`config.mk`:
```
export PLATFORM = sky130hd
export DESIGN_NAME = min_conflict_channel_assign
export DESIGN_NICKNAME = d
export VERILOG_FILES = /design/src/design/mcca_pkg.sv /design/src/design/mcca_vertex_store.sv /design/src/design/min_conflict_channel_assign.sv
export SDC_FILE = /design/constraint.sdc
export NUM_CORES = 2
export LEC_CHECK = 0
export BUFFER_PORTS_ARGS = -buffer_cell sky130_fd_sc_hd__buf_4
export CAP_MARGIN = 10
export CORE_MARGIN = 1.5
export CORE_UTILIZATION = 60
export CTS_BUF_LIST = sky130_fd_sc_hd__clkbuf_8 sky130_fd_sc_hd__clkbuf_16
export DETAILED_ROUTE_END_ITERATION = 16
export PLACE_DENSITY_LB_ADDON = 0.12
export REMOVE_ABC_BUFFERS = 1
export SLEW_MARGIN = 20
export SYNTH_ARGS = -nofsm -noshare
export SYNTH_HDL_FRONTEND = slang
export SYNTH_HIERARCHICAL = 1
export SYNTH_SLANG_ARGS = --single-unit
```
`constraint.sdc`:
```
create_clock -name aclk -period 16.25 [get_ports aclk]
set_input_delay 3.25 -clock aclk [delete_from_list [all_inputs] [get_ports aclk]]
set_output_delay 3.25 -clock aclk [all_outputs]
set_load 0.03 [all_outputs]
```
`src/design/mcca_pkg.sv`:
```
`timescale 1ns / 1ps
`default_nettype none

package mcca_pkg;

    localparam int MCCA_MAX_VERTICES = 64;
    localparam int MCCA_MAX_CLASSES  = 16;

    // The channel field is four bits wide, so no more classes than this.
    localparam int CLASS_LIMIT   = 16;
    localparam int CLASS_W       = 4;
    localparam int CHARGE_W      = 16;
    localparam int ADJ_W         = 64;
    localparam int VERTEX_W      = 6;
    localparam int SUM_W         = 22;
    localparam int NUM_CLASSES_W = 5;

    localparam int CFG_INDEX_W = 4;
    localparam int CFG_DATA_W  = 8;

    localparam logic [CFG_INDEX_W-1:0] REG_NUM_CLASSES   = 4'd0;
    localparam logic [CFG_INDEX_W-1:0] REG_WEIGHTED_MODE = 4'd1;

    localparam logic [NUM_CLASSES_W-1:0] NUM_CLASSES_RESET = 5'd16;

    typedef struct packed {
        logic [CLASS_W-1:0]  cls;
        logic [CHARGE_W-1:0] charge;
    } mcca_entry_t;

endpackage

`default_nettype wire

```
`src/design/mcca_vertex_store.sv`:
```
`timescale 1ns / 1ps
`default_nettype none

module mcca_vertex_store
    import mcca_pkg::*;
#(
    parameter int DEPTH = MCCA_MAX_VERTICES,
    parameter int AW    = $clog2(MCCA_MAX_VERTICES)
) (
    input  wire logic          aclk,
    input  wire logic          wr_en,
    input  wire logic [AW-1:0] wr_addr,
    input  wire mcca_entry_t   wr_data,
    input  wire logic          rd_en,
    input  wire logic [AW-1:0] rd_addr,
    output mcca_entry_t        rd_data
);

    mcca_entry_t mem [DEPTH];
    mcca_entry_t rd_data_reg;

    always_ff @(posedge aclk) begin
        if (wr_en) begin
            mem[wr_addr] <= wr_data;
        end
    end

    always_ff @(posedge aclk) begin
        if (rd_en) begin
            rd_data_reg <= mem[rd_addr];
        end
    end

    assign rd_data = rd_data_reg;

endmodule

`default_nettype wire

```
`src/design/min_conflict_channel_assign.sv`:
```
`timescale 1ns / 1ps
`default_nettype none

// Greedy minimum-conflict channel assignment.
// Each input transfer carries one vertex: its adjacency bits to earlier
// vertices, its unsigned Q8.8 charge and a flag that starts a new graph.
// Each vertex produces exactly one result transfer with its index, the chosen
// channel, the winning conflict sum and an overflow flag for a full store.
// The configuration channel is always ready and sets the number of classes
// and whether charges are summed or neighbours counted.
// For a vertex with index n above zero, the scan reads one stored vertex a
// cycle from the single read port of the vertex store, waits for the last
// read to land and then starts the selection, and one comparator then walks
// the k accumulators of the classes in use. The first vertex of a graph has
// no stored vertices to read; an overflowed vertex goes straight to its
// result. Only one vertex is in work at a time; s_ready is high when the
// block is idle, so the next vertex is accepted only once the previous result
// is registered. The result sits in an output register, so a new vertex is
// accepted while the previous result still waits; if the receiver still
// stalls when the next vertex is done, that vertex waits until the output
// register is free.
// Reset empties the graph, sets 16 classes and weighted mode, and drops
// m_valid. The vertex store itself is not cleared.
module min_conflict_channel_assign
    import mcca_pkg::*;
#(
    parameter int MAX_VERTICES = MCCA_MAX_VERTICES,
    parameter int MAX_CLASSES  = MCCA_MAX_CLASSES
) (
    input  wire logic                   aclk,
    input  wire logic                   aresetn,

    input  wire logic                   s_valid,
    output logic                        s_ready,
    input  wire logic [ADJ_W-1:0]       s_adjacency,
    input  wire logic [CHARGE_W-1:0]    s_charge,
    input  wire logic                   s_first_vertex,

    output logic                        m_valid,
    input  wire logic                   m_ready,
    output logic [VERTEX_W-1:0]         m_vertex_index,
    output logic [CLASS_W-1:0]          m_channel,
    output logic [SUM_W-1:0]            m_conflict_sum,
    output logic                        m_overflow,

    input  wire logic                   cfg_valid,
    output logic                        cfg_ready,
    input  wire logic [CFG_INDEX_W-1:0] cfg_index,
    input  wire logic [CFG_DATA_W-1:0]  cfg_data
);

    localparam int AW   = $clog2(MAX_VERTICES);
    localparam int CW   = $clog2(MAX_VERTICES + 1);
    localparam int KMAX = (MAX_CLASSES < CLASS_LIMIT) ? MAX_CLASSES : CLASS_LIMIT;

    typedef enum logic [3:0] {
        ST_IDLE   = 4'b0001,
        ST_SCAN   = 4'b0010,
        ST_SELECT = 4'b0100,
        ST_DONE   = 4'b1000
    } state_t;

    state_t state_reg, state_next;

    logic [NUM_CLASSES_W-1:0] num_classes_reg;
    logic                     weighted_mode_reg;

    logic [CW-1:0]           count_reg, count_next;
    logic [CW-1:0]           idx_reg, idx_next;
    logic [CW-1:0]           scan_cnt_reg, scan_cnt_next;
    logic                    ovf_reg, ovf_next;
    logic [MAX_VERTICES-1:0] adj_reg, adj_next;
    logic [CHARGE_W-1:0]     charge_reg, charge_next;
    logic                    pend_reg, pend_next;
    logic                    hit_reg, hit_next;

    logic [SUM_W-1:0]         acc_reg [CLASS_LIMIT];
    logic [SUM_W-1:0]         acc_next [CLASS_LIMIT];
    logic [NUM_CLASSES_W-1:0] sel_cnt_reg, sel_cnt_next;
    logic [CLASS_W-1:0]       best_reg, best_next;
    logic [SUM_W-1:0]         best_sum_reg, best_sum_next;

    logic                m_valid_reg, m_valid_next;
    logic [VERTEX_W-1:0] out_index_reg, out_index_next;
    logic [CLASS_W-1:0]  out_channel_reg, out_channel_next;
    logic [SUM_W-1:0]    out_sum_reg, out_sum_next;
    logic                out_ovf_reg, out_ovf_next;

    logic [NUM_CLASSES_W-1:0] k_active;
    logic [CW-1:0]            count_eff;
    logic [SUM_W-1:0]         inc;
    logic                     rd_en, wr_en;
    mcca_entry_t              rd_data, wr_data;

    mcca_vertex_store #(
        .DEPTH (MAX_VERTICES),
        .AW    (AW)
    ) u_store (
        .aclk    (aclk),
        .wr_en   (wr_en),
        .wr_addr (idx_reg[AW-1:0]),
        .wr_data (wr_data),
        .rd_en   (rd_en),
        .rd_addr (scan_cnt_reg[AW-1:0]),
        .rd_data (rd_data)
    );

    // Zero classes act as one; larger values saturate to what the hardware holds.
    always_comb begin
        k_active = num_classes_reg;
        if (num_classes_reg == '0) begin
            k_active = NUM_CLASSES_W'(1);
        end else if (num_classes_reg > NUM_CLASSES_W'(KMAX)) begin
            k_active = NUM_CLASSES_W'(KMAX);
        end
    end

    assign s_ready   = (state_reg == ST_IDLE);
    assign cfg_ready = 1'b1;
    assign count_eff = s_first_vertex ? '0 : count_reg;
    assign inc       = weighted_mode_reg ? SUM_W'(rd_data.charge) : SUM_W'(1);
    assign rd_en     = (state_reg == ST_SCAN) && (scan_cnt_reg < idx_reg);
    assign wr_en     = (state_reg == ST_DONE) && (!m_valid_reg || m_ready) && !ovf_reg;
    assign wr_data   = '{cls: best_reg, charge: charge_reg};

    always_comb begin
        state_next       = state_reg;
        count_next       = count_reg;
        idx_next         = idx_reg;
        scan_cnt_next    = scan_cnt_reg;
        ovf_next         = ovf_reg;
        adj_next         = adj_reg;
        charge_next      = charge_reg;
        pend_next        = 1'b0;
        hit_next         = hit_reg;
        acc_next         = acc_reg;
        sel_cnt_next     = sel_cnt_reg;
        best_next        = best_reg;
        best_sum_next    = best_sum_reg;
        m_valid_next     = m_valid_reg && !m_ready;
        out_index_next   = out_index_reg;
        out_channel_next = out_channel_reg;
        out_sum_next     = out_sum_reg;
        out_ovf_next     = out_ovf_reg;

        // The read issued last cycle lands now; add it to its class.
        if (pend_reg && hit_reg) begin
            acc_next[rd_data.cls] = acc_reg[rd_data.cls] + inc;
        end

        case (state_reg)
            ST_IDLE: begin
                if (s_valid) begin
                    count_next    = count_eff;
                    idx_next      = count_eff;
                    scan_cnt_next = '0;
                    adj_next      = s_adjacency[MAX_VERTICES-1:0];
                    charge_next   = s_charge;
                    for (int c = 0; c < CLASS_LIMIT; c++) begin
                        acc_next[c] = '0;
                    end
                    if (count_eff == CW'(MAX_VERTICES)) begin
                        ovf_next   = 1'b1;
                        state_next = ST_DONE;
                    end else begin
                        ovf_next   = 1'b0;
                        state_next = ST_SCAN;
                    end
                end
            end
            ST_SCAN: begin
                if (scan_cnt_reg < idx_reg) begin
                    pend_next     = 1'b1;
                    hit_next      = adj_reg[scan_cnt_reg[AW-1:0]];
                    scan_cnt_next = scan_cnt_reg + CW'(1);
                end else if (!pend_reg) begin
                    best_next     = '0;
                    best_sum_next = acc_reg[0];
                    sel_cnt_next  = NUM_CLASSES_W'(1);
                    state_next    = ST_SELECT;
                end
            end
            ST_SELECT: begin
                if (sel_cnt_reg < k_active) begin
                    if (acc_reg[sel_cnt_reg[CLASS_W-1:0]] < best_sum_reg) begin
                        best_sum_next = acc_reg[sel_cnt_reg[CLASS_W-1:0]];
                        best_next     = sel_cnt_reg[CLASS_W-1:0];
                    end
                    sel_cnt_next = sel_cnt_reg + NUM_CLASSES_W'(1);
                end else begin
                    state_next = ST_DONE;
                end
            end
            ST_DONE: begin
                if (!m_valid_reg || m_ready) begin
                    m_valid_next = 1'b1;
                    out_ovf_next = ovf_reg;
                    if (ovf_reg) begin
                        out_index_next   = '0;
                        out_channel_next = '0;
                        out_sum_next     = '0;
                    end else begin
                        out_index_next   = VERTEX_W'(idx_reg[AW-1:0]);
                        out_channel_next = best_reg;
                        out_sum_next     = best_sum_reg;
                        count_next       = idx_reg + CW'(1);
                    end
                    state_next = ST_IDLE;
                end
            end
            default: begin
                state_next = ST_IDLE;
            end
        endcase
    end

    always_ff @(posedge aclk) begin
        if (!aresetn) begin
            state_reg         <= ST_IDLE;
            count_reg         <= '0;
            pend_reg          <= 1'b0;
            m_valid_reg       <= 1'b0;
            num_classes_reg   <= NUM_CLASSES_RESET;
            weighted_mode_reg <= 1'b1;
        end else begin
            state_reg   <= state_next;
            count_reg   <= count_next;
            pend_reg    <= pend_next;
            m_valid_reg <= m_valid_next;
            if (cfg_valid) begin
                case (cfg_index)
                    REG_NUM_CLASSES:   num_classes_reg   <= cfg_data[NUM_CLASSES_W-1:0];
                    REG_WEIGHTED_MODE: weighted_mode_reg <= cfg_data[0];
                    default: ;
                endcase
            end
        end
    end

    always_ff @(posedge aclk) begin
        idx_reg         <= idx_next;
        scan_cnt_reg    <= scan_cnt_next;
        ovf_reg         <= ovf_next;
        adj_reg         <= adj_next;
        charge_reg      <= charge_next;
        hit_reg         <= hit_next;
        acc_reg         <= acc_next;
        sel_cnt_reg     <= sel_cnt_next;
        best_reg        <= best_next;
        best_sum_reg    <= best_sum_next;
        out_index_reg   <= out_index_next;
        out_channel_reg <= out_channel_next;
        out_sum_reg     <= out_sum_next;
        out_ovf_reg     <= out_ovf_next;
    end

    assign m_valid        = m_valid_reg;
    assign m_vertex_index = out_index_reg;
    assign m_channel      = out_channel_reg;
    assign m_conflict_sum = out_sum_reg;
    assign m_overflow     = out_ovf_reg;

endmodule

`default_nettype wire

```
==> metrics.csv <==
metric;value;unit
vias in the first global route;42757;
status;finished clean;
WS Path Type;reg2reg;
final worst setup slack;9.659;ns
Synth Register Bits;1831;
initial antenna violation count;8;
average size of a mapped cell;16.12;sq um
via/cell ratio;6.567;
Post-Syn Area;75930;sq um
flop2flop setup slack;9.66;ns
Worst EP arrival;7.24;ns
layout cells sized above 1;0.2377;
Clock Latency Late Sink;0.82;ns
post-synthesis mux area share;0.1745;
top post-synthesis cells by area;edfxtp_1 (58%), mux4_2 (15%), dfxtp_1 (9.8%);
register area share after synthesis;0.6752;
unrepaired setup endpoints after global routing;no;
Commonest cells post-synth;edfxtp_1 (1,460), mux4_2 (501), nand2_1 (458);
setup violators final;0;
Cell variety after synth;67;
Top Layer Used;met4;
drt pass-1 iters;6;
CTS Root Cell;clkbuf_16;
Placed Area;78950;sq um
Max stage delay on crit path;1.19;ns
CP cell instances;buf_4 > buf_4 > mux4_2 > mux4_2 > ha_1 > a21o_1 > and4_1 > o21ai_0 > a21oi_1 > o2111ai_2 > xor2_2 > a21oi_1;
Largest register FFs;1280;
Synth Area in Compound Gates;0.06310;
placed wire-length estimate;110.9;mm
Die X;358.7;um
Leak;0.02817;uW
Worst-Margin Slew;1.268;ns
slowest stage cell on the critical path;edfxtp_1;
total track usage;0.3032;
final wirelength;192.9;mm
Ys Warns;6;
Hold Path Class;reg2reg;
nets@finish;4985;
P&R area growth vs syn;11.66;%
# H-tree levels;4;
DRC viols;0;
clk sinks;1831;
largest family of logic cells by synthesized area;multiplexers;
CP Data Required Time;16.90;ns
Crit Path Max Fanout;42;
Place WS;9.687;ns
VDD IR-drop max;119.7;uV
family with the most delay on the worst path;compound AO/OA/AOI/OAI gates;
Core Region;125600;sq um
wire per inst;29.05;um
post-synthesis async set-or-reset flop share;0;
FILL cells;8412;
period utilization;0.4056;
worst hold slack;0.4644;ns
WL met2;94.15;mm
minimum clock period;6.591;ns
xor and xnor fraction of the mapped netlist area;0.002983;
starting density of the core;0.6047;
startpoint types;flip-flop;
Main synth FF type;edfxtp_1;
CTS tree;done;
top cell type's share of synthesized area;0.5774;
Power per Cell Area;122.6;nW/um^2
design area;84780;sq um
cell depth of the worst flop-to-flop path;12;
largest net degree at the start of global routing;204;
Clk pin slew, worst setup/hold paths;0.06;ns
register area;51270;sq um
Critical Path Sink Type;flip-flop;
R2R Path Start;u_store/rd_data[17];
DR iter-0 viols;5433;
Die ar.;128700;sq um
crit path buf inv count;2;
area taken by multi-input logic gates;23280;sq um
R2R Path End;acc_reg[65];
final hold violations;0;
io pins;134;
grt total ovfl;0;
crit path from;u_store/rd_data[17];
Simple-Gate Fraction of Synth Area;0.05275;
cell with the most instances after synthesis;edfxtp_1;
Vias;43596;
post-cts resize count;0;
Max clock buf depth;3;
Final Max Slew Viols;0;
Die Span Y;358.7;um
hold_buf cts;0;
met3 WL;16.42;mm
Mapped Cells;4710;
cell depth of the worst setup path;12;
Critical Path Sink;acc_reg[65];
post-CTS setup buffer count;0;
PortBufs;129;
Yosys top cell by area;edfxtp_1;
routability cong.;0.8620;
FP Rows;130;
Post-synth EDFFs;1460;
met1 wire length;75.15;mm
first-pass GRT wire length;281.1;mm
Max Cap Viol;0;
Adder-Cell Fraction of Synth Area;0.008503;
Hold Startpoint;acc_reg[30];
achievable frequency;151.7;MHz
Max-slew headroom;0.1547;
Detail Route Antenna Nets;0;
TritonCTS Buffers;181;
Clock Skew;0.02150;ns
metal layers:
metal	vias up	track usage
met5	-	0
met4	0	0.1150
met3	405	0.05122
met2	1971	0.4872
met1	22436	0.4210
li1	18784	-
report_power, final:
group,switching (uW),internal (uW)
logic,734,419
clock network,1770,2260
registers,32.8,5170
total,2540,7850
layout make-up:
cell class,instances,share of cell area
Tap cell,1650,0.02435
Clock inverter,139,0.01197
Clock buffer,194,0.05580
Antenna cell,3,0.00008855
Inverter,44,0.002037
Multi-Input combinational cell,2489,0.2745
Timing Repair Buffer,289,0.02650
Sequential cell,1831,0.6047
metrics by stage:
| step | utilization | cells | setup TNS [ns] | power, uW |
|---|---|---|---|---|
| 6_report | 0.6752 | 6639 | 0 | 10390 |
| 3_5_place_dp | 0.6287 | 6301 | 0 | 6450 |
| 3_3_place_gp | 0.6286 | 6301 | 0 | 6430 |
| 5_1_grt | 0.6751 | 6636 | 0 | 10690 |
| 4_1_cts | 0.6745 | 6634 | 0 | 10450 |
| 2_1_floorplan | - | 4364 | -9.716 | 6293 |
worst min path at each step:
stage,to,cells after the start
5_1_grt,acc_reg[186],2
2_1_floorplan,acc_reg[110],2
4_1_cts,acc_reg[293],2
6_report,acc_reg[30],2
3_3_place_gp,acc_reg[293],2
3_5_place_dp,acc_reg[293],2
worst register-to-register path: stages, from the launching register on:
cell and delay [ns]:
edfxtp_1 1.19, buf_4 0.72, buf_4 0.68, mux4_2 0.46, mux4_2 0.50, ha_1 0.31, a21o_1 0.23, and4_1 0.25
o21ai_0 0.51, a21oi_1 0.28, o2111ai_2 0.34, xor2_2 0.80, a21oi_1 0.14
kinds of logic after synthesis:
logic type,Yosys count
buffers and inverters,390
DFF,1831
adders and majority gates,51
muxes,697
and+or+nand+nor,923
AOI/OAI and AO/OA,792
xor gates and xnor gates,25
other,1
cells in the final DEF (no fill, tap or decap), drive strengths merged, types with 11 or more instances in the layout:
master and n:
and3 20, o21ai 159, edfxtp 1460, a21o 31, buf 289, nor3 37
a22oi 66, a211oi 49, clkbuf 194, nor2b 36, inv 95, nand2b 12
clkinv 72, mux4 501, nor2 214, mux2i 190, a21oi 327, o31ai 16
ha 50, o211a 16, xnor2 14, nand3 65, nor4 18, dfxtp 371
a31oi 35, and2 26, xor2 11, nand2 458, o22ai 54
Power figures use the tool's default switching activity.
